**config.mk**
```make
export PLATFORM = sky130hd
export DESIGN_NAME = pot_position_bang_bang_motor_core_flat
export DESIGN_NICKNAME = d
export VERILOG_FILES = /design/src/hw/rtl/pbm_pkg.sv /design/src/hw/rtl/pbm_if.sv /design/src/hw/rtl/pbm_div.sv /design/src/hw/rtl/pbm_decide.sv /design/src/hw/rtl/pot_position_bang_bang_motor_core.sv /design/src/flat_wrapper.sv
export SDC_FILE = /design/constraint.sdc
export NUM_CORES = 1
export LEC_CHECK = 0
export BUFFER_PORTS_ARGS = -buffer_cell sky130_fd_sc_hd__buf_2
export CAP_MARGIN = 20
export CORE_MARGIN = 8
export CORE_UTILIZATION = 35
export DETAILED_ROUTE_END_ITERATION = 16
export PLACE_DENSITY = 0.58
export SYNTH_ARGS = -nofsm -noshare
export SYNTH_HDL_FRONTEND = slang
export SYNTH_SLANG_ARGS = --single-unit
```
**constraint.sdc**
```tcl
create_clock -name clock -period 6.7 [get_ports clock]
set_clock_uncertainty 0.1 [all_clocks]
set_input_delay 1.005 -clock clock [delete_from_list [all_inputs] [get_ports clock]]
set_output_delay 1.005 -clock clock [all_outputs]
set_load 0.01 [all_outputs]
```
**src/hw/rtl/pbm_pkg.sv**
```systemverilog
package pbm_pkg;

   localparam int ACTION_W   = 3;
   localparam int TARGET_W   = 7;
   localparam int DIR_W      = 2;
   localparam int POS_W      = 18;
   localparam int CSR_DATA_W = 10;
   localparam int CSR_IDX_W  = 2;
   localparam int MARGIN_W   = 6;
   localparam int POT_REG_W  = 10;

   localparam logic [POT_REG_W-1:0] POT_MIN_RESET = 10'd0;
   localparam logic [POT_REG_W-1:0] POT_MAX_RESET = 10'd1023;
   localparam logic [MARGIN_W-1:0]  MARGIN_RESET  = 6'd2;
   localparam int                   FULL_SCALE    = 100;

   typedef enum logic [DIR_W-1:0] {
      DIR_STOP = 2'd0,
      DIR_FWD  = 2'd1,
      DIR_BACK = 2'd2
   } dir_type;

   typedef enum logic [ACTION_W-1:0] {
      ACT_STOP    = 3'd0,
      ACT_FWD     = 3'd1,
      ACT_BACK    = 3'd2,
      ACT_SEEK    = 3'd3,
      ACT_BUTTONS = 3'd4
   } action_type;

   typedef enum logic [CSR_IDX_W-1:0] {
      CSR_POT_MIN = 2'd0,
      CSR_POT_MAX = 2'd1,
      CSR_MARGIN  = 2'd2
   } csr_index_type;

   typedef enum logic [1:0] {
      ST_IDLE   = 2'd0,
      ST_DIVIDE = 2'd1,
      ST_HOLD   = 2'd2
   } state_type;

   typedef struct packed {
      logic busy;
      logic done;
   } div_stat_type;

endpackage

```
**src/hw/rtl/pbm_if.sv**
```systemverilog
interface pbm_req_if #(
   parameter int SAMPLE_BITS = 10
);
   logic                          valid;
   logic                          ready;
   logic [pbm_pkg::ACTION_W-1:0]  action;
   logic [SAMPLE_BITS-1:0]        pot_sample;
   logic [pbm_pkg::TARGET_W-1:0]  target_percent;
   logic                          btn_fwd;
   logic                          btn_back;

   modport source (
      output valid, action, pot_sample, target_percent, btn_fwd, btn_back,
      input  ready
   );
   modport sink (
      input  valid, action, pot_sample, target_percent, btn_fwd, btn_back,
      output ready
   );
endinterface

interface pbm_rsp_if;
   logic                       valid;
   logic                       ready;
   logic                       drive_forward_n;
   logic                       drive_back_n;
   logic [pbm_pkg::DIR_W-1:0]  direction;
   logic [pbm_pkg::POS_W-1:0]  position_percent;
   logic                       pins_changed;
   logic                       span_error;

   modport source (
      output valid, drive_forward_n, drive_back_n, direction, position_percent,
             pins_changed, span_error,
      input  ready
   );
   modport sink (
      input  valid, drive_forward_n, drive_back_n, direction, position_percent,
             pins_changed, span_error,
      output ready
   );
endinterface

```
**src/hw/rtl/pbm_div.sv**
```systemverilog
module pbm_div #(
   parameter int NW = 17,
   parameter int DW = 10
) (
   input  logic                  clock,
   input  logic                  reset,
   input  logic                  start,
   input  logic [NW-1:0]         dividend,
   input  logic [DW-1:0]         divisor,
   output logic [NW-1:0]         quotient,
   output pbm_pkg::div_stat_type stat
);
   localparam int CNT_W = $clog2(NW);

   logic [NW-1:0]    quo_ff, quo_in;
   logic [DW-1:0]    rem_ff, rem_in;
   logic [DW-1:0]    div_ff, div_in;
   logic [CNT_W-1:0] cnt_ff, cnt_in;
   logic             active_ff, active_in;
   logic             done_ff, done_in;

   logic [DW:0] shifted;
   logic [DW:0] trial;
   logic        fits;

   // one restoring step: shift in the next dividend bit, try the subtract
   assign shifted = {rem_ff, quo_ff[NW-1]};
   assign trial   = shifted - {1'b0, div_ff};
   assign fits    = shifted >= {1'b0, div_ff};

   always_comb begin
      quo_in    = quo_ff;
      rem_in    = rem_ff;
      div_in    = div_ff;
      cnt_in    = cnt_ff;
      active_in = active_ff;
      done_in   = 1'b0;
      if (start) begin
         quo_in    = dividend;
         rem_in    = '0;
         div_in    = divisor;
         cnt_in    = '0;
         active_in = 1'b1;
      end else if (active_ff) begin
         quo_in = {quo_ff[NW-2:0], fits};
         rem_in = fits ? trial[DW-1:0] : shifted[DW-1:0];
         cnt_in = cnt_ff + 1'b1;
         if (cnt_ff == CNT_W'(NW - 1)) begin
            active_in = 1'b0;
            done_in   = 1'b1;
         end
      end
   end

   always_ff @(posedge clock) begin
      quo_ff <= quo_in;
      rem_ff <= rem_in;
      div_ff <= div_in;
      cnt_ff <= cnt_in;
      if (reset) begin
         active_ff <= 1'b0;
         done_ff   <= 1'b0;
      end else begin
         active_ff <= active_in;
         done_ff   <= done_in;
      end
   end

   assign quotient  = quo_ff;
   assign stat.busy = active_ff;
   assign stat.done = done_ff;

endmodule

```
**src/hw/rtl/pbm_decide.sv**
```systemverilog
module pbm_decide #(
   parameter int PW = 18
) (
   input  logic signed [PW-1:0]            pos,
   input  logic [pbm_pkg::ACTION_W-1:0]    action,
   input  logic [pbm_pkg::TARGET_W-1:0]    target,
   input  logic                            btn_fwd,
   input  logic                            btn_back,
   input  logic [pbm_pkg::MARGIN_W-1:0]    margin,
   input  logic                            span_err,
   output pbm_pkg::dir_type                next_dir
);
   localparam int CW = PW + 1;

   logic signed [CW-1:0] pos_c;
   logic signed [CW-1:0] mar_c;
   logic signed [CW-1:0] tgt_c;
   logic signed [CW-1:0] fwd_lim;
   pbm_pkg::dir_type     want_fwd;
   pbm_pkg::dir_type     want_back;
   logic                 in_band;

   assign pos_c   = CW'(pos);
   assign mar_c   = CW'($signed({1'b0, margin}));
   assign tgt_c   = CW'($signed({1'b0, target}));
   assign fwd_lim = CW'(pbm_pkg::FULL_SCALE) - mar_c;

   // refuse motion past either end margin
   assign want_fwd  = (pos_c >= fwd_lim) ? pbm_pkg::DIR_STOP : pbm_pkg::DIR_FWD;
   assign want_back = (pos_c <= mar_c)   ? pbm_pkg::DIR_STOP : pbm_pkg::DIR_BACK;
   assign in_band   = (pos_c < tgt_c + mar_c) && (pos_c > tgt_c - mar_c);

   always_comb begin
      next_dir = pbm_pkg::DIR_STOP;
      if (!span_err) begin
         case (action)
            pbm_pkg::ACT_FWD: begin
               next_dir = want_fwd;
            end
            pbm_pkg::ACT_BACK: begin
               next_dir = want_back;
            end
            pbm_pkg::ACT_SEEK: begin
               if (in_band) begin
                  next_dir = pbm_pkg::DIR_STOP;
               end else if (pos_c < tgt_c) begin
                  next_dir = want_back;
               end else begin
                  next_dir = want_fwd;
               end
            end
            pbm_pkg::ACT_BUTTONS: begin
               if (btn_fwd) begin
                  next_dir = want_fwd;
               end else if (btn_back) begin
                  next_dir = want_back;
               end else begin
                  next_dir = pbm_pkg::DIR_STOP;
               end
            end
            default: begin
               next_dir = pbm_pkg::DIR_STOP;
            end
         endcase
      end
   end

endmodule

```
**src/hw/rtl/pot_position_bang_bang_motor_core.sv**
```systemverilog
// A restoring divider retires one quotient bit per cycle over SAMPLE_BITS + 7 bits;
// a new req beat is taken only in the idle state, after the last result has been loaded
// onto rsp, so items do not overlap.
// A result waiting on rsp stalls the next item only once its own division has finished.
// Synchronous active-high reset: motion state stopped (pin outputs are not reset), pot_min 0,
// pot_max full scale, margin 2 percent, no result pending.
module pot_position_bang_bang_motor_core #(
   parameter int SAMPLE_BITS = 10
) (
   input  logic                             clock,
   input  logic                             reset,
   pbm_req_if.sink                          req,
   pbm_rsp_if.source                        rsp,
   input  logic                             csr_we,
   input  logic [pbm_pkg::CSR_IDX_W-1:0]    csr_index,
   input  logic [pbm_pkg::CSR_DATA_W-1:0]   csr_data
);
   localparam int PB = (SAMPLE_BITS < pbm_pkg::POT_REG_W) ? SAMPLE_BITS : pbm_pkg::POT_REG_W;
   localparam int NW = SAMPLE_BITS + 7;
   localparam int PW = NW + 1;
   localparam int XW = (PW > pbm_pkg::POS_W) ? PW : pbm_pkg::POS_W;

   logic [PB-1:0]                  pot_min_ff;
   logic [PB-1:0]                  pot_max_ff;
   logic [pbm_pkg::MARGIN_W-1:0]   margin_ff;

   pbm_pkg::state_type state_ff, state_in;
   pbm_pkg::dir_type   motion_ff;
   pbm_pkg::dir_type   next_dir;

   logic [pbm_pkg::ACTION_W-1:0]   action_ff;
   logic [pbm_pkg::TARGET_W-1:0]   target_ff;
   logic                           bf_ff;
   logic                           bb_ff;
   logic                           sign_ff;

   logic                           rsp_valid_ff;
   logic                           fwd_n_ff;
   logic                           back_n_ff;
   logic [pbm_pkg::DIR_W-1:0]      dir_ff;
   logic [pbm_pkg::POS_W-1:0]      pos_ff;
   logic                           changed_ff;
   logic                           err_ff;

   logic                           accept;
   logic                           out_free;
   logic                           load_out;
   logic                           ready_int;

   logic signed [SAMPLE_BITS:0]    diff;
   logic signed [NW:0]             diff_x;
   logic signed [NW:0]             prod;
   logic signed [NW:0]             prod_abs;
   logic signed [PB:0]             span;
   logic signed [PB:0]             span_abs;
   logic                           span_err;

   logic [NW-1:0]                  quotient;
   pbm_pkg::div_stat_type          div_stat;
   logic signed [PW-1:0]           pos;
   logic signed [XW-1:0]           pos_x;

   assign accept   = req.valid && ready_int;
   assign out_free = !rsp_valid_ff || rsp.ready;

   // scale the sample's offset from pot_min by 100 with shifts: 64 + 32 + 4
   assign diff     = $signed({1'b0, req.pot_sample})
                   - $signed({{(SAMPLE_BITS - PB + 1){1'b0}}, pot_min_ff});
   assign diff_x   = (NW + 1)'(diff);
   assign prod     = (diff_x <<< 6) + (diff_x <<< 5) + (diff_x <<< 2);
   assign prod_abs = prod[NW] ? -prod : prod;

   assign span     = $signed({1'b0, pot_max_ff}) - $signed({1'b0, pot_min_ff});
   assign span_abs = span[PB] ? -span : span;
   assign span_err = (span == '0);

   pbm_div #(
      .NW(NW),
      .DW(PB)
   ) u_div (
      .clock    (clock),
      .reset    (reset),
      .start    (accept),
      .dividend (prod_abs[NW-1:0]),
      .divisor  (span_abs[PB-1:0]),
      .quotient (quotient),
      .stat     (div_stat)
   );

   // truncation toward zero: divide magnitudes, then restore the sign
   assign pos   = sign_ff ? -$signed({1'b0, quotient}) : $signed({1'b0, quotient});
   assign pos_x = XW'(pos);

   pbm_decide #(
      .PW(PW)
   ) u_decide (
      .pos      (pos),
      .action   (action_ff),
      .target   (target_ff),
      .btn_fwd  (bf_ff),
      .btn_back (bb_ff),
      .margin   (margin_ff),
      .span_err (span_err),
      .next_dir (next_dir)
   );

   always_comb begin
      state_in = state_ff;
      case (state_ff)
         pbm_pkg::ST_IDLE: begin
            if (accept) begin
               state_in = pbm_pkg::ST_DIVIDE;
            end
         end
         pbm_pkg::ST_DIVIDE: begin
            if (div_stat.done) begin
               state_in = out_free ? pbm_pkg::ST_IDLE : pbm_pkg::ST_HOLD;
            end
         end
         pbm_pkg::ST_HOLD: begin
            if (out_free) begin
               state_in = pbm_pkg::ST_IDLE;
            end
         end
         default: begin
            state_in = pbm_pkg::ST_IDLE;
         end
      endcase
   end

   always_comb begin
      ready_int = 1'b0;
      load_out  = 1'b0;
      case (state_ff)
         pbm_pkg::ST_IDLE: begin
            ready_int = 1'b1;
         end
         pbm_pkg::ST_DIVIDE: begin
            load_out = div_stat.done && out_free;
         end
         pbm_pkg::ST_HOLD: begin
            load_out = out_free;
         end
         default: begin
            ready_int = 1'b0;
         end
      endcase
   end

   always_ff @(posedge clock) begin
      if (reset) begin
         pot_min_ff <= PB'(pbm_pkg::POT_MIN_RESET);
         pot_max_ff <= PB'(pbm_pkg::POT_MAX_RESET);
         margin_ff  <= pbm_pkg::MARGIN_RESET;
      end else if (csr_we) begin
         case (csr_index)
            pbm_pkg::CSR_POT_MIN: pot_min_ff <= csr_data[PB-1:0];
            pbm_pkg::CSR_POT_MAX: pot_max_ff <= csr_data[PB-1:0];
            pbm_pkg::CSR_MARGIN:  margin_ff  <= csr_data[pbm_pkg::MARGIN_W-1:0];
            default: begin
            end
         endcase
      end
   end

   always_ff @(posedge clock) begin
      if (reset) begin
         state_ff     <= pbm_pkg::ST_IDLE;
         motion_ff    <= pbm_pkg::DIR_STOP;
         rsp_valid_ff <= 1'b0;
      end else begin
         state_ff <= state_in;
         if (load_out) begin
            motion_ff    <= next_dir;
            rsp_valid_ff <= 1'b1;
         end else if (rsp.ready) begin
            rsp_valid_ff <= 1'b0;
         end
      end
   end

   // hold the command fields for the decision at the end of the division
   always_ff @(posedge clock) begin
      if (accept) begin
         action_ff <= req.action;
         target_ff <= req.target_percent;
         bf_ff     <= req.btn_fwd;
         bb_ff     <= req.btn_back;
         sign_ff   <= prod[NW] ^ span[PB];
      end
   end

   always_ff @(posedge clock) begin
      if (load_out) begin
         fwd_n_ff   <= (next_dir != pbm_pkg::DIR_FWD);
         back_n_ff  <= (next_dir != pbm_pkg::DIR_BACK);
         dir_ff     <= next_dir;
         pos_ff     <= span_err ? '0 : pos_x[pbm_pkg::POS_W-1:0];
         changed_ff <= (next_dir != motion_ff);
         err_ff     <= span_err;
      end
   end

   assign req.ready            = ready_int;
   assign rsp.valid            = rsp_valid_ff;
   assign rsp.drive_forward_n  = fwd_n_ff;
   assign rsp.drive_back_n     = back_n_ff;
   assign rsp.direction        = dir_ff;
   assign rsp.position_percent = pos_ff;
   assign rsp.pins_changed     = changed_ff;
   assign rsp.span_error       = err_ff;

endmodule

```
**src/flat_wrapper.sv**
```systemverilog
// flat-port wrapper written by rule: the top's interface ports become plain ports
module pot_position_bang_bang_motor_core_flat 
#(
   parameter int SAMPLE_BITS = 10
)
  (clock, reset, csr_we, csr_index, csr_data, req_valid, req_action, req_pot_sample, req_target_percent, req_btn_fwd, req_btn_back, req_ready, rsp_valid, rsp_drive_forward_n, rsp_drive_back_n, rsp_direction, rsp_position_percent, rsp_pins_changed, rsp_span_error, rsp_ready);
  pbm_req_if #(.SAMPLE_BITS(SAMPLE_BITS)) req_i ();
  pbm_rsp_if rsp_i ();
  input  logic clock;
  input  logic reset;
  input  logic csr_we;
  input  logic [pbm_pkg::CSR_IDX_W-1:0] csr_index;
  input  logic [pbm_pkg::CSR_DATA_W-1:0] csr_data;
  input wire logic [$bits(req_i.valid)-1:0] req_valid;
  input wire logic [$bits(req_i.action)-1:0] req_action;
  input wire logic [$bits(req_i.pot_sample)-1:0] req_pot_sample;
  input wire logic [$bits(req_i.target_percent)-1:0] req_target_percent;
  input wire logic [$bits(req_i.btn_fwd)-1:0] req_btn_fwd;
  input wire logic [$bits(req_i.btn_back)-1:0] req_btn_back;
  output wire logic [$bits(req_i.ready)-1:0] req_ready;
  output wire logic [$bits(rsp_i.valid)-1:0] rsp_valid;
  output wire logic [$bits(rsp_i.drive_forward_n)-1:0] rsp_drive_forward_n;
  output wire logic [$bits(rsp_i.drive_back_n)-1:0] rsp_drive_back_n;
  output wire logic [$bits(rsp_i.direction)-1:0] rsp_direction;
  output wire logic [$bits(rsp_i.position_percent)-1:0] rsp_position_percent;
  output wire logic [$bits(rsp_i.pins_changed)-1:0] rsp_pins_changed;
  output wire logic [$bits(rsp_i.span_error)-1:0] rsp_span_error;
  input wire logic [$bits(rsp_i.ready)-1:0] rsp_ready;
  assign req_i.valid = req_valid;
  assign req_i.action = req_action;
  assign req_i.pot_sample = req_pot_sample;
  assign req_i.target_percent = req_target_percent;
  assign req_i.btn_fwd = req_btn_fwd;
  assign req_i.btn_back = req_btn_back;
  assign req_ready = req_i.ready;
  assign rsp_valid = rsp_i.valid;
  assign rsp_drive_forward_n = rsp_i.drive_forward_n;
  assign rsp_drive_back_n = rsp_i.drive_back_n;
  assign rsp_direction = rsp_i.direction;
  assign rsp_position_percent = rsp_i.position_percent;
  assign rsp_pins_changed = rsp_i.pins_changed;
  assign rsp_span_error = rsp_i.span_error;
  assign rsp_i.ready = rsp_ready;
  pot_position_bang_bang_motor_core #(.SAMPLE_BITS(SAMPLE_BITS)) u_core (.clock(clock), .reset(reset), .req(req_i), .rsp(rsp_i), .csr_we(csr_we), .csr_index(csr_index), .csr_data(csr_data));
endmodule
```
==> Yosys cells after proc, flatten, opt, wreduce, memory -nomap -nowiden <==
Index checks and enable logic that the tools add are counted.
{ "word_totals": {"ff_bits": 112, "output_inout_bits": 26} }
{ "classes": {"bitwise": 2, "magnitude_cmp": 6, "mux": 27, "addsub": 12, "eq_ne": 15, "n_reduce_logical": 15} }
{ "op_table": {"columns": ["op", "n"], "rows": [
  ["$mux W17", 3],
  ["$sub A10 B10 Y11", 2],
  ["$mux W10", 2],
  ["$mux W2", 10],
  ["$add A17 B16 Y18", 1],
  ["$add A18 B13 Y18", 1],
  ["$ge A18 B8 Y1", 1],
  ["$gt A18 B8 Y1", 1],
  ["$le A18 B7 Y1", 1],
  ["$lt A18 B8 Y1", 1],
  ["$lt A18 B9 Y1", 1],
  ["$mux W18", 1],
  ["$neg A17 Y18", 1],
  ["$neg A17 Y17", 1],
  ["$ge A11 B10 Y1", 1],
  ["$logic_not A11 Y1", 1],
  ["$neg A10 Y10", 1],
  ["$sub A10 B10 Y10", 1],
  ["$add A7 B6 Y8", 1],
  ["$mux W1", 8],
  ["$pmux W2 S4", 1],
  ["$sub A7 B6 Y8", 1],
  ["$sub A7 B6 Y8 const A", 1],
  ["$eq A3 B2 Y1 const B", 2],
  ["other kinds (21)", 32]
]} }

==> Depth between registers and ports, before layout <==
Gate-level depths: netlist of run 1.
{ "depth": {"ltp_word": 9, "mapped_depth": 22, "ltp_nobuf": 22} }

==> By module <==
Synthesis of run 1 repeated with hierarchy kept, for this count alone.
{ "unflattened": {"hier_cells": 976, "hier_area_um2": 8993.6} }
{ "modules_own_cells": {"columns": ["module", "area_per_inst_um2", "instances", "seq_area_each_um2", "cells_per_inst"], "rows": [
  ["pot_position_bang_bang_motor_core", 4976.0, 1, 1731.7, 547],
  ["pbm_div", 2352.3, 1, 1151.1, 209],
  ["pbm_decide", 1665.3, 1, 0.0, 220]
]} }

==> Worst setup path before layout of run 1 <==
OpenSTA, ideal clock, no wires.
{ "synth_timing": {"path_type": "input-to-reg", "startpoint": "input port req_pot_sample[1]", "endpoint": "register u_core.u_div.quo_ff[16] (netlist: u_core.u_div.quotient[16]) (data pin)", "t_arrival_ps": 5317, "setup_time_ps": 263, "path_slack_ps": 1020, "t_required_ps": 6337, "stages": 18, "path_cell_list": "ha_1 > nor2b_1 > o21ai_0 > a21boi_0 > o21ai_0 > a21boi_0 > o21ai_0 > a21oi_1 > or4b_2 > nand3_1 > fa_1 > ha_1 > a2111oi_0 > o21ai_0 > a2111o_1 > nor2_1 > mux2i_1 > a2111o_1"} }
{ "synth_between": {"elab_chain_len": 6} }
{ "synth_lines": {"columns": ["item", "line_no", "source"], "rows": [
  ["start, declared", "flat_wrapper.sv:16", "input wire logic [$bits(req_i.pot_sample)-1:0] req_pot_sample;"],
  ["$sub A10 B10 Y11 *", "pot_position_bang_bang_motor_core.sv:68", "- $signed({{(SAMPLE_BITS - PB + 1){1'b0}}, pot_min_ff});"],
  ["$add A17 B16 Y18", "pot_position_bang_bang_motor_core.sv:70", "assign prod = (diff_x <<< 6) + (diff_x <<< 5) + (diff_x <<< 2);"],
  ["$add A18 B13 Y18 *", "pot_position_bang_bang_motor_core.sv:70", null],
  ["$neg A17 Y17", "pot_position_bang_bang_motor_core.sv:71", "assign prod_abs = prod[NW] ? -prod : prod;"],
  ["$mux W17 *", "pot_position_bang_bang_motor_core.sv:71", null],
  ["$mux W17 *", "pbm_div.sv:38", "if (start) begin"],
  ["net u_core.u_div.quo_in[16]", "pbm_div.sv:15", "logic [NW-1:0] quo_ff, quo_in;"],
  ["end signal, assigned", "pbm_div.sv:56", "quo_ff <= quo_in;"],
  ["end, declared", "pbm_div.sv:15", null]
]} }
The timed path passes the listed nets; every way through them passes the cells marked *.
A chain may end at the register's enable or synchronous reset.

==> Worst setup path after layout of run 1 <==
Ends and elaborated chain as after synthesis.

==> results of run 1 <==
critical path: cells and delay by family:
family	cells	cell delay, ns
AOI/OAI and AO/OA	10	2.64
adders and majority gates	3	0.95
buffers and inverters	1	0.12
muxes	1	0.09
and+or+nand+nor	4	1.09
metrics by stage:
stage	hold slack, ns	total power [W]	cells	area (sq um)
after CTS	0.3768	0.002741	1400	9847
final	0.3759	0.002724	1400	9847
after global placement	0.3587	0.002151	1384	9549
after global routing	0.3975	0.002959	1400	9847
after floorplan	0.3446	0.001874	1015	8872
after detailed placement	0.3643	0.002170	1384	9549
final cells by class:
cell class | count | area, sq um
flip-flops and latches | 112 | 2883
clock buffers | 11 | 254.0
inverters | 104 | 390.4
fillers | 2585 | 15190
well taps | 330 | 412.9
multi-input cells | 767 | 5490
repair buffers | 71 | 372.9
clock inverters | 5 | 43.79
flip-flops by register name, summed over array words and instances (netlist names), 2 cells and up:
register                     cells
u_core.u_div.div_ff             10
u_core.rsp.position_percent     18
u_core.u_div.cnt_ff              5
u_core.margin_ff                 6
u_core.target_ff                 7
u_core.u_div.rem_ff             10
u_core.motion_ff                 2
u_core.rsp.direction             2
u_core.action_ff                 3
u_core.pot_min_ff               10
u_core.state_ff                  2
u_core.u_div.quotient           17
u_core.pot_max_ff               10
per-layer routing:
metal	vias up	GRT usage, %	part of all wire, %	wire length [microns]
li1	3668	-	-	-
met5	-	0	0	0
met4	0	3.921	1.5	312
met3	18	2.202	3.4	726
met1	3329	18.17	50	10540
met2	102	22.98	45	9614
path summary, 6_finish.rpt:
| path | to | cells past startpoint |
|---|---|---|
| hold reg to reg | u_core.motion_ff[1]$_SDFFE_PP0P_ | 2 |
| hold / removal | u_core.motion_ff[1]$_SDFFE_PP0P_ | 2 |
| setup reg to reg | u_core.u_div.quotient[16]$_DFFE_PP_ | 19 |
| setup / recovery | u_core.u_div.quotient[16]$_DFFE_PP_ | 19 |
power by group:
group	switching [W]	internal (W)	leakage, nW
clock	0.000280	0.000283	0.148
sequential	0.0000977	0.000835	0.997
combinational	0.000709	0.000519	3.04
total	0.00109	0.00164	4.18
cells by family after synthesis:
kind of cell | share of synthesized area [%]
simple gates | 19.00
compound gates | 15.99
buf+inv | 5.754
fa+ha+maj | 18.47
flops | 32.49
xor+xnor | 6.811
mux | 1.481
layout by cell type, fill, tap and decap left out, types with 9 or more instances in the layout:
cell and instances:
dfxtp_1 48, mux2i_1 12, nand3b_1 14, or3_1 12, nor2_1 98, ha_1 107, nand3_1 24, fa_1 15
xor2_1 27, a21o_1 13, nor2b_1 24, nand2_1 84, clkbuf_16 10, nand4_1 13, a21oi_1 64, o211ai_1 10
o21ai_0 64, a211oi_1 9, inv_1 104, xnor2_1 42, nor3_1 16, buf_2 64, edfxtp_1 64
==> metrics.md, run 1 <==
| Metric | Value |
|---|---|
| Status | finished, final reports clean |
| Die Wd | between 150 and 200 microns |
| Die height | about 180 microns |
| Largest area contributor in the netlist | edfxtp_1 |
| Max Buffers Root-to-Sink | 2 |
| CP arrival | a little under 6 ns |
| Final Hold Fails | 0 |
| Slowest stage delay, CP | just over 0.6 ns |
| Antenna Cells | 0 |
| IO Pins | between 60 and 70 |
| Final count of negative-setup-slack endpoints | 0 |
| Clk_lat worst skew | 0.36 ns |
| First-pass GRT wire length | around 35000 microns |
| Synth area leaders | edfxtp_1 22%, ha_1 15%, dfxtp_1 11%, inv_1 4.4%, nor2_1 4.1% |
| Initial antenna violation count | 0 |
| Register area share after synthesis | 32.49% |
| Cell breakdown of the critical path | buf_2, ha_1, nor2b_1, o21ai_0, a21boi_0, o21ai_0, a21boi_0, o21ai_0, a21oi_1, or4b_2, nand3_1, fa_1, ha_1, a2111oi_0, o21ai_0, a2111o_1, nor2_1, mux2i_1, a2111o_1 |
| Layout cell share with drive strength beyond 1 | under 10% |
| DRC | 0 |
| Final worst slack | about 0.8 ns |
| Path category of the worst min-delay check | reg2reg |
| Fin util | between 30% and 40% |
| Setup TNS Final | 0 ns |
| Max Clk Rate | around 0.17 GHz |
| Gr usage total | 13.80% |
| Crit Path Max Fanout | 4 |
| Dominant synthesized flop cell | edfxtp_1 |
| Total Wirelength | ~21000 microns |
| Vias in the first global route | ~6900 |
| Post-Synthesis Cell Area | between 0.008 and 0.009 sq mm |
| Hold_sp | u_core.motion_ff[1]$_SDFFE_PP0P_ |
| CTS tree | built |
| CTS Buf Count | 9 |
| Slowest cell on the critical path | or4b_2 |
| Slew Limit Fails | 0 |
| CTS Sinks | 112 |
| Most frequent cell after synthesis | ha_1 |
| Count of input and output buffers | 64 |
| Ys Warns | 0 |
| Worst IR drop on VDD | between 0.1 and 0.15 mV |
| R2R Path Start | u_core.pot_min_ff[1]$_SDFFE_PP0P_ |
| Reg2reg setup slack | 1.07 ns |
| Syn nets | around 1200 |
| Total Die Area | approximately 0.031 sq mm |
| CTS resizes | 0 |
| Routed Antenna Nets | 0 |
| # hold bufs at CTS | 0 |
| # nets final | between 1000 and 1500 |
| Leak | 4.181 nW |
| Post-synth top cells | 107 x ha_1, 104 x inv_1, 98 x nor2_1, 84 x nand2_1 |
| Yosys cell types | 65 |
| Power Density | about 280 mW/mm^2 |
| Setup Fix Bufs, Post-CTS | 0 |
| Synthesized netlist cell count | around 1000 |
| DR vias | just over 7000 |
| Crit path from | req_pot_sample[1] |
| DP HPWL | ~17000 microns |
| Site row count | 58 |
| CTS H-tree depth | 3 |
| #FFs+latches synth | 112 |
| Setup crit start kind | primary input |
| Measured slew at the worst slew-check pin | 1.036 ns |
| CP required | ~6.7 ns |
| Setup crit end kind | register |
| Final min period | 5.899 ns |
| Starting density of the core | between 30% and 40% |
| Final period util | 88.05% |
| Synth-to-Final Area Change | 10.99% |
| Max-Cap Viols | 0 |
| CTS root buffer | clkbuf_16 |
| Clock transition at path regs | about 0.090 ns |
| CORE AREA | approximately 0.025 sq mm |
| Largest net degree at the start of global routing | 42 |
| Average cell area after synthesis | a little under 9 sq um |
| Via density per instance | 5.084 |
| Asr flop ratio synth | 0% |
| Initial DRT Pass Iterations | 5 |
| WS Path Type | in2reg |
| Slew HR | a little under a third |
| Unrepaired setup endpoints after global routing | no |
| Routability Congestion | roughly 0.83 |
| Yosys top cell area share | 21.66% |
| Routed wire length per instance | 15.14 microns |
| Initial DRC Count | 298 |
| Cell mode on critical path | o21ai_0 |
| EDFF count, synth | between 60 and 70 |
| Place WS | roughly 0.45 ns |
| GRT overflow | 0 |
No activity file was read; power rests on OpenSTA's default activity.
==> run 2: changes to the inputs <==
--- a/config.mk
+++ b/config.mk
@@ -8,9 +8,9 @@
 export BUFFER_PORTS_ARGS = -buffer_cell sky130_fd_sc_hd__buf_2
 export CAP_MARGIN = 20
 export CORE_MARGIN = 8
-export CORE_UTILIZATION = 35
+export CORE_UTILIZATION = 31
 export DETAILED_ROUTE_END_ITERATION = 16
-export PLACE_DENSITY = 0.58
+export PLACE_DENSITY = 0.54
 export SYNTH_ARGS = -nofsm -noshare
 export SYNTH_HDL_FRONTEND = slang
 export SYNTH_SLANG_ARGS = --single-unit
==> run 2 against run 1 <==
Effect of this change: flip-flop and latch count unchanged; worst setup slack got worse by 0.17 ns; wire length increased by 1.3%; non-clock buffer count increased by 1; power increased by 2.3%; fmax decreased by 2.8%; via count decreased by 1.5%; core utilization decreased by 4.3 points; critical path type unchanged; sequential power increased by 0.4%; clock power increased by 8.9%; worst hold slack improved by 0.0068 ns; die area increased by 12%.
==> metrics.md, run 2 (same netlist as run 1, synthesis figures left out) <==
| Metric | Value |
|---|---|
| Max Clk Rate | between 0.15 and 0.2 GHz |
| Setup Fix Bufs, Post-CTS | 0 |
| Cell breakdown of the critical path | buf_2, ha_1, nor2b_1, o21ai_0, a21boi_0, o21ai_0, a21boi_0, o21ai_0, a21oi_1, or4b_2, nand3_1, fa_1, ha_1, a2111oi_0, o21ai_0, a2111o_1, nor2_1, mux2i_1, a2111o_1 |
| Total Wirelength | 21460 microns |
| Layout cell share with drive strength beyond 1 | around a tenth |
| Total Die Area | 0.03429 sq mm |
| Slew HR | between 30% and 40% |
| Status | finished, final reports clean |
| DRC | 0 |
| Worst IR drop on VDD | ~0.11 mV |
| Final count of negative-setup-slack endpoints | 0 |
| Routed wire length per instance | between 10 and 15 microns |
| Initial antenna violation count | 0 |
| Largest net degree at the start of global routing | 35 |
| CTS Buf Count | 9 |
| Slowest cell on the critical path | or4b_2 |
| Setup crit start kind | primary input |
| Count of input and output buffers | 64 |
| CORE AREA | about 0.028 sq mm |
| Fin util | between 30% and 40% |
| CP required | approximately 6.7 ns |
| Via density per instance | 4.816 |
| Commonest non-fill, non-tap cell in the layout | ha_1 |
| Starting density of the core | a little under a third |
| Final Total Pwr | ~0.0028 W |
| CTS resizes | 0 |
| Placed cells | ~1400 |
| Routed Antenna Nets | 0 |
| Initial DRC Count | around 360 |
| # nets final | between 1000 and 1500 |
| Clock transition at path regs | 0.08 ns |
| # hold bufs at CTS | 0 |
| Most frequent cells in the layout | 107 x ha_1, 104 x inv_1, 98 x nor2_1 |
| Final period util | about nine tenths |
| Slowest stage delay, CP | between 0.6 and 0.7 ns |
| Routability Congestion | 0.7986 |
| WS Path Type | in2reg |
| Power Density | between 200 and 300 mW/mm^2 |
| DP HPWL | roughly 17000 microns |
| Fillers | slightly below 3000 |
| First-pass GRT wire length | ~35000 microns |
| Minimum hold slack | about 0.38 ns |
| Initial DRT Pass Iterations | 4 |
| CP arrival | between 6 and 7 ns |
| Site row count | 62 |
| Clk_lat worst skew | about 0.35 ns |
| Die Wd | roughly 190 microns |
| Vias in the first global route | roughly 6700 |
| GRT overflow | 0 |
| Die height | between 150 and 200 microns |
| Gr usage total | around 13% |
| Final std cells w/o fill | approximately 1500 |
| CTS root buffer | clkbuf_16 |
| Slew Limit Fails | 0 |
| Measured slew at the worst slew-check pin | slightly below 1 ns |
| Final Hold Fails | 0 |
| IO Pins | between 60 and 70 |
| Path category of the worst min-delay check | reg2reg |
| Antenna Cells | 0 |
| DR vias | between 7000 and 8000 |
| Synth-to-Final Area Change | 12.34% |
| Final min period | between 6 and 7 ns |
| Unrepaired setup endpoints after global routing | no |
| Max FFs per register | 18 |
| Setup crit end kind | register |
| CTS H-tree depth | 3 |
| Leak | about 4.2 nW |
| Crit Path Max Fanout | 4 |
| CTS tree | built |
| CTS Sinks | around 110 |
| Cell mode on critical path | o21ai_0 |
| Max-Cap Viols | 0 |
| Max Buffers Root-to-Sink | 2 |
| Setup TNS Final | 0 ns |
## run 2: cell count changes in the layout (fill, tap and decap cells not counted), sizes merged
cell and change:
buf +1, bufinv +2, clkbuf -2, clkinv +2, inv -2
## run 2: power breakdown
part           switching [W]  internal, W
registers           0.000102     0.000835
clock network       0.000275     0.000337
logic               0.000714     0.000523
## run 2: layout make-up
cell class	count	area (sq um)	share of cell area (%)
Sequential cell	112	2883	28.92
Tap cell	384	480.5	4.820
Multi-Input combinational cell	767	5490	55.08
Timing Repair Buffer	72	384.1	3.854
Inverter	104	390.4	3.917
Clock buffer	9	225.2	2.260
Clock inverter	7	113.9	1.142
## run 2: path summary, 6_finish.rpt
check                                                        from                             endpoint  slack [ns]  depth (start not counted)
worst min register to register   u_core.motion_ff[1]$_SDFFE_PP0P_     u_core.motion_ff[1]$_SDFFE_PP0P_        0.38                          2
worst max-delay path                            req_pot_sample[1]  u_core.u_div.quotient[16]$_DFFE_PP_        0.63                         19
worst max register to register  u_core.pot_min_ff[1]$_SDFFE_PP0P_  u_core.u_div.quotient[16]$_DFFE_PP_        0.92                         19
worst min-delay path             u_core.motion_ff[1]$_SDFFE_PP0P_     u_core.motion_ff[1]$_SDFFE_PP0P_        0.38                          2
## run 2: through the flow
step,instance area (sq um),setup slack (ns)
after floorplan,8872,1.020
after global placement,9617,0.2972
after detailed placement,9617,0.2399
after CTS,9956,0.6001
after global routing,9967,0.1335
final,9967,0.6308
## run 2: critical path, delay by kind of cell
kind | cells | cell delay, ns
AND/OR/NAND/NOR | 4 | 1.09
adder cells (fa/ha/maj) | 3 | 0.95
AO/OA/AOI/OAI | 10 | 2.81
multiplexers | 1 | 0.09
buffers and inverters | 1 | 0.10
## run 2: layer usage
layer | global-route usage, % | vias up | part of all wire (%)
met4 | 3.713 | 0 | 1.8
li1 | - | 3672 | -
met5 | 0 | - | 0
met2 | 21.10 | 75 | 46
met3 | 1.687 | 21 | 2.3
met1 | 17.10 | 3240 | 50
==> run 3: changes to the inputs <==
--- a/config.mk
+++ b/config.mk
@@ -5,12 +5,12 @@
 export SDC_FILE = /design/constraint.sdc
 export NUM_CORES = 1
 export LEC_CHECK = 0
-export BUFFER_PORTS_ARGS = -buffer_cell sky130_fd_sc_hd__buf_2
 export CAP_MARGIN = 20
 export CORE_MARGIN = 8
 export CORE_UTILIZATION = 31
 export DETAILED_ROUTE_END_ITERATION = 16
-export PLACE_DENSITY = 0.54
+export DONT_BUFFER_PORTS = 1
+export PLACE_DENSITY = 0.52
 export SYNTH_ARGS = -nofsm -noshare
 export SYNTH_HDL_FRONTEND = slang
 export SYNTH_SLANG_ARGS = --single-unit
==> run 3 against run 2 <==
Effect of this change: core utilization fell by 1.3 points; worst hold slack got worse by 0.012 ns; clock power fell by 15%; final cell count fell by 4.3%; via count fell by 2.6%; flip-flop and latch count did not move; critical path depth fell by 1; sequential power barely moved; sequential share of layout area rose by 1.1 points; critical endpoint unchanged.
==> metrics.md, run 3 (same netlist as run 1, synthesis figures left out) <==
| Metric | Value |
|---|---|
| Status | finished, final reports clean |
| Routed wire length per instance | 15.43 microns |
| # hold bufs at CTS | 0 |
| Slew HR | around two fifths |
| DRC | 0 |
| Reg2reg setup slack | 1.05 ns |
| Max-Cap Viols | 0 |
| Starting density of the core | roughly 31% |
| Worst IR drop on VDD | around 0.13 mV |
| Leak | roughly 3.9 nW |
| Path category of the worst min-delay check | reg2reg |
| CP Buf/Inv Count | 0 |
| Max Buffers Root-to-Sink | 2 |
| Count of input and output buffers | 0 |
| Final worst slack | 0.9067 ns |
| R2R Path Start | u_core.pot_min_ff[1]$_SDFFE_PP0P_ |
| Wl on met1 | 10670 microns |
| Initial antenna violation count | 2 |
| Hold Path Stages | 2 |
| Site row count | 62 |
| CTS tree | built |
| Crit Path Max Fanout | 4 |
| Power Density | about 280 mW/mm^2 |
| DP HPWL | roughly 17000 microns |
| Hold Crit Endpoint | u_core.motion_ff[1]$_SDFFE_PP0P_ |
| Final min period | 5.793 ns |
| CTS Buf Count | 9 |
| Final count of negative-setup-slack endpoints | 0 |
| Unrepaired setup endpoints after global routing | no |
| DR vias | 6824 |
| Setup Fix Bufs, Post-CTS | 0 |
| First-pass GRT wire length | approximately 34000 microns |
| GRT overflow | 0 |
| Die Wd | ~190 microns |
| R2r endpoint | u_core.u_div.quotient[16]$_DFFE_PP_ |
| WS Path Type | in2reg |
| Setup crit end kind | register |
| Gr usage total | roughly 13% |
| Setup crit start kind | primary input |
| Slew Limit Fails | 0 |
| CORE AREA | roughly 0.028 sq mm |
| Initial DRT Pass Iterations | 4 |
| Cell breakdown of the critical path | ha_1, nor2b_1, o21ai_0, a21boi_0, o21ai_0, a21boi_0, o21ai_0, a21oi_1, or4b_2, nand3_1, fa_1, ha_1, a2111oi_0, o21ai_0, a2111o_1, nor2_1, mux2i_1, a2111o_1 |
| Highest metal used | met5 |
| Fillers | 2963 |
| Routability Congestion | approximately 0.82 |
| CTS resizes | 0 |
| IO Pins | 65 |
| Cell mode on critical path | o21ai_0 |
| Clock transition at path regs | about 0.080 ns |
| Layout cell share with drive strength beyond 1 | under 10% |
| Area occupied by multi-input gates | ~0.0055 sq mm |
| Place WS | 0.5308 ns |
| Vias in the first global route | 6272 |
| Largest net degree at the start of global routing | 35 |
| Hold_sp | u_core.motion_ff[1]$_SDFFE_PP0P_ |
| Largest delay share family, worst path | compound AO/OA/AOI/OAI gates |
| CP required | around 6.7 ns |
| Routed wl met3 | 731 microns |
| Synth-to-Final Area Change | 8.123% |
| CTS H-tree depth | 3 |
| Setup TNS Final | 0 ns |
| Final Hold Fails | 0 |
| Worst R2R Path Depth | 19 |
| Commonest non-fill, non-tap cell in the layout | ha_1 |
| Initial DRC Count | 327 |
| Slowest stage delay, CP | ~0.62 ns |
| Max FFs per register | 18 |
| CTS root buffer | clkbuf_16 |
| Via density per instance | around 5 |
| Slowest cell on the critical path | or4b_2 |
| Die height | approximately 190 microns |
| # nets final | 1164 |
| Max Clk Rate | 0.1726 GHz |
| Flip-flop and latch area | just under 0.003 sq mm |
| Measured slew at the worst slew-check pin | 0.9230 ns |
| Antenna Cells | 0 |
| Most frequent cells in the layout | 107 x ha_1, 104 x inv_1, 98 x nor2_1 |
| Total Wirelength | roughly 21000 microns |
| Total Die Area | 0.03429 sq mm |
| Final period util | ~86% |
| Routed Antenna Nets | 0 |
| CP arrival | about 5.8 ns |
| Met2 WL | between 9000 and 10000 microns |
| Clk_lat worst skew | around 0.35 ns |
| CTS Sinks | 112 |
[run 3: cell count changes in the layout (fill, tap and decap cells not counted), moves of 2 or more]
cell	change
clkinvlp_2	+2
buf_4	+2
bufinv_16	-2
buf_2	-64
clkinv_4	+2
[run 3: area by class of cell]
type	count	share of cell area [%]
flip-flops and latches	112	30.05
inverters	104	4.069
well taps	384	5.008
multi-input cells	767	57.23
repair buffers	9	0.7043
clock inverters	7	0.5869
clock buffers	9	2.348
[run 3: worst register-to-register path, cell delays in order (launching register included)]
cell and delay (ns):
dfxtp_1 0.37, inv_1 0.13, ha_1 0.29, nor2b_1 0.12
o21ai_0 0.22, a21boi_0 0.16, o21ai_0 0.21, a21boi_0 0.15
o21ai_0 0.22, a21oi_1 0.13, or4b_2 0.62, nand3_1 0.23
fa_1 0.45, ha_1 0.25, a2111oi_0 0.49, o21ai_0 0.22
a2111o_1 0.46, nor2_1 0.14, mux2i_1 0.09, a2111o_1 0.38
[run 3: stage by stage]
stage               util, %  instances  cell area (sq um)  total power [W]  hold WS, ns
floorplan                 -       1015               8872         0.001874       0.3446
global placement      32.71       1376               9311         0.002144       0.3566
detailed placement    32.71       1376               9311         0.002157       0.3604
CTS                   33.70       1392               9593         0.002692       0.3729
global route          33.70       1392               9593         0.002894       0.3924
finish                33.70       1392               9593         0.002662       0.3710
[run 3: per-layer routing]
metal | GRT usage (%) | vias up
li1 | - | 3545
met1 | 16.96 | 3146
met2 | 20.19 | 106
met3 | 2.413 | 23
met4 | 3.649 | 4
met5 | 0 | -
[run 3: how the worst max path moves through the flow]
stage / slack (ns) / cells past startpoint / from / to
4_1_cts: 0.90 / 18 / req_pot_sample[1] / u_core.u_div.quotient[16]$_DFFE_PP_
5_1_grt: 0.41 / 18 / req_pot_sample[1] / u_core.u_div.quotient[16]$_DFFE_PP_
3_3_place_gp: 0.60 / 18 / req_pot_sample[1] / u_core.u_div.quotient[16]$_DFFE_PP_
6_report: 0.91 / 18 / req_pot_sample[1] / u_core.u_div.quotient[16]$_DFFE_PP_
2_1_floorplan: 1.02 / 18 / req_pot_sample[1] / u_core.u_div.quotient[16]$_DFFE_PP_
3_5_place_dp: 0.53 / 18 / req_pot_sample[1] / u_core.u_div.quotient[16]$_DFFE_PP_
[run 3: power by group]
group / internal [W] / total (W) / switching, W
clock network: 0.000256 / 0.000520 / 0.000264
registers: 0.000835 / 0.000936 / 0.000100
logic: 0.000515 / 0.00121 / 0.000692
total: 0.00161 / 0.00266 / 0.00106
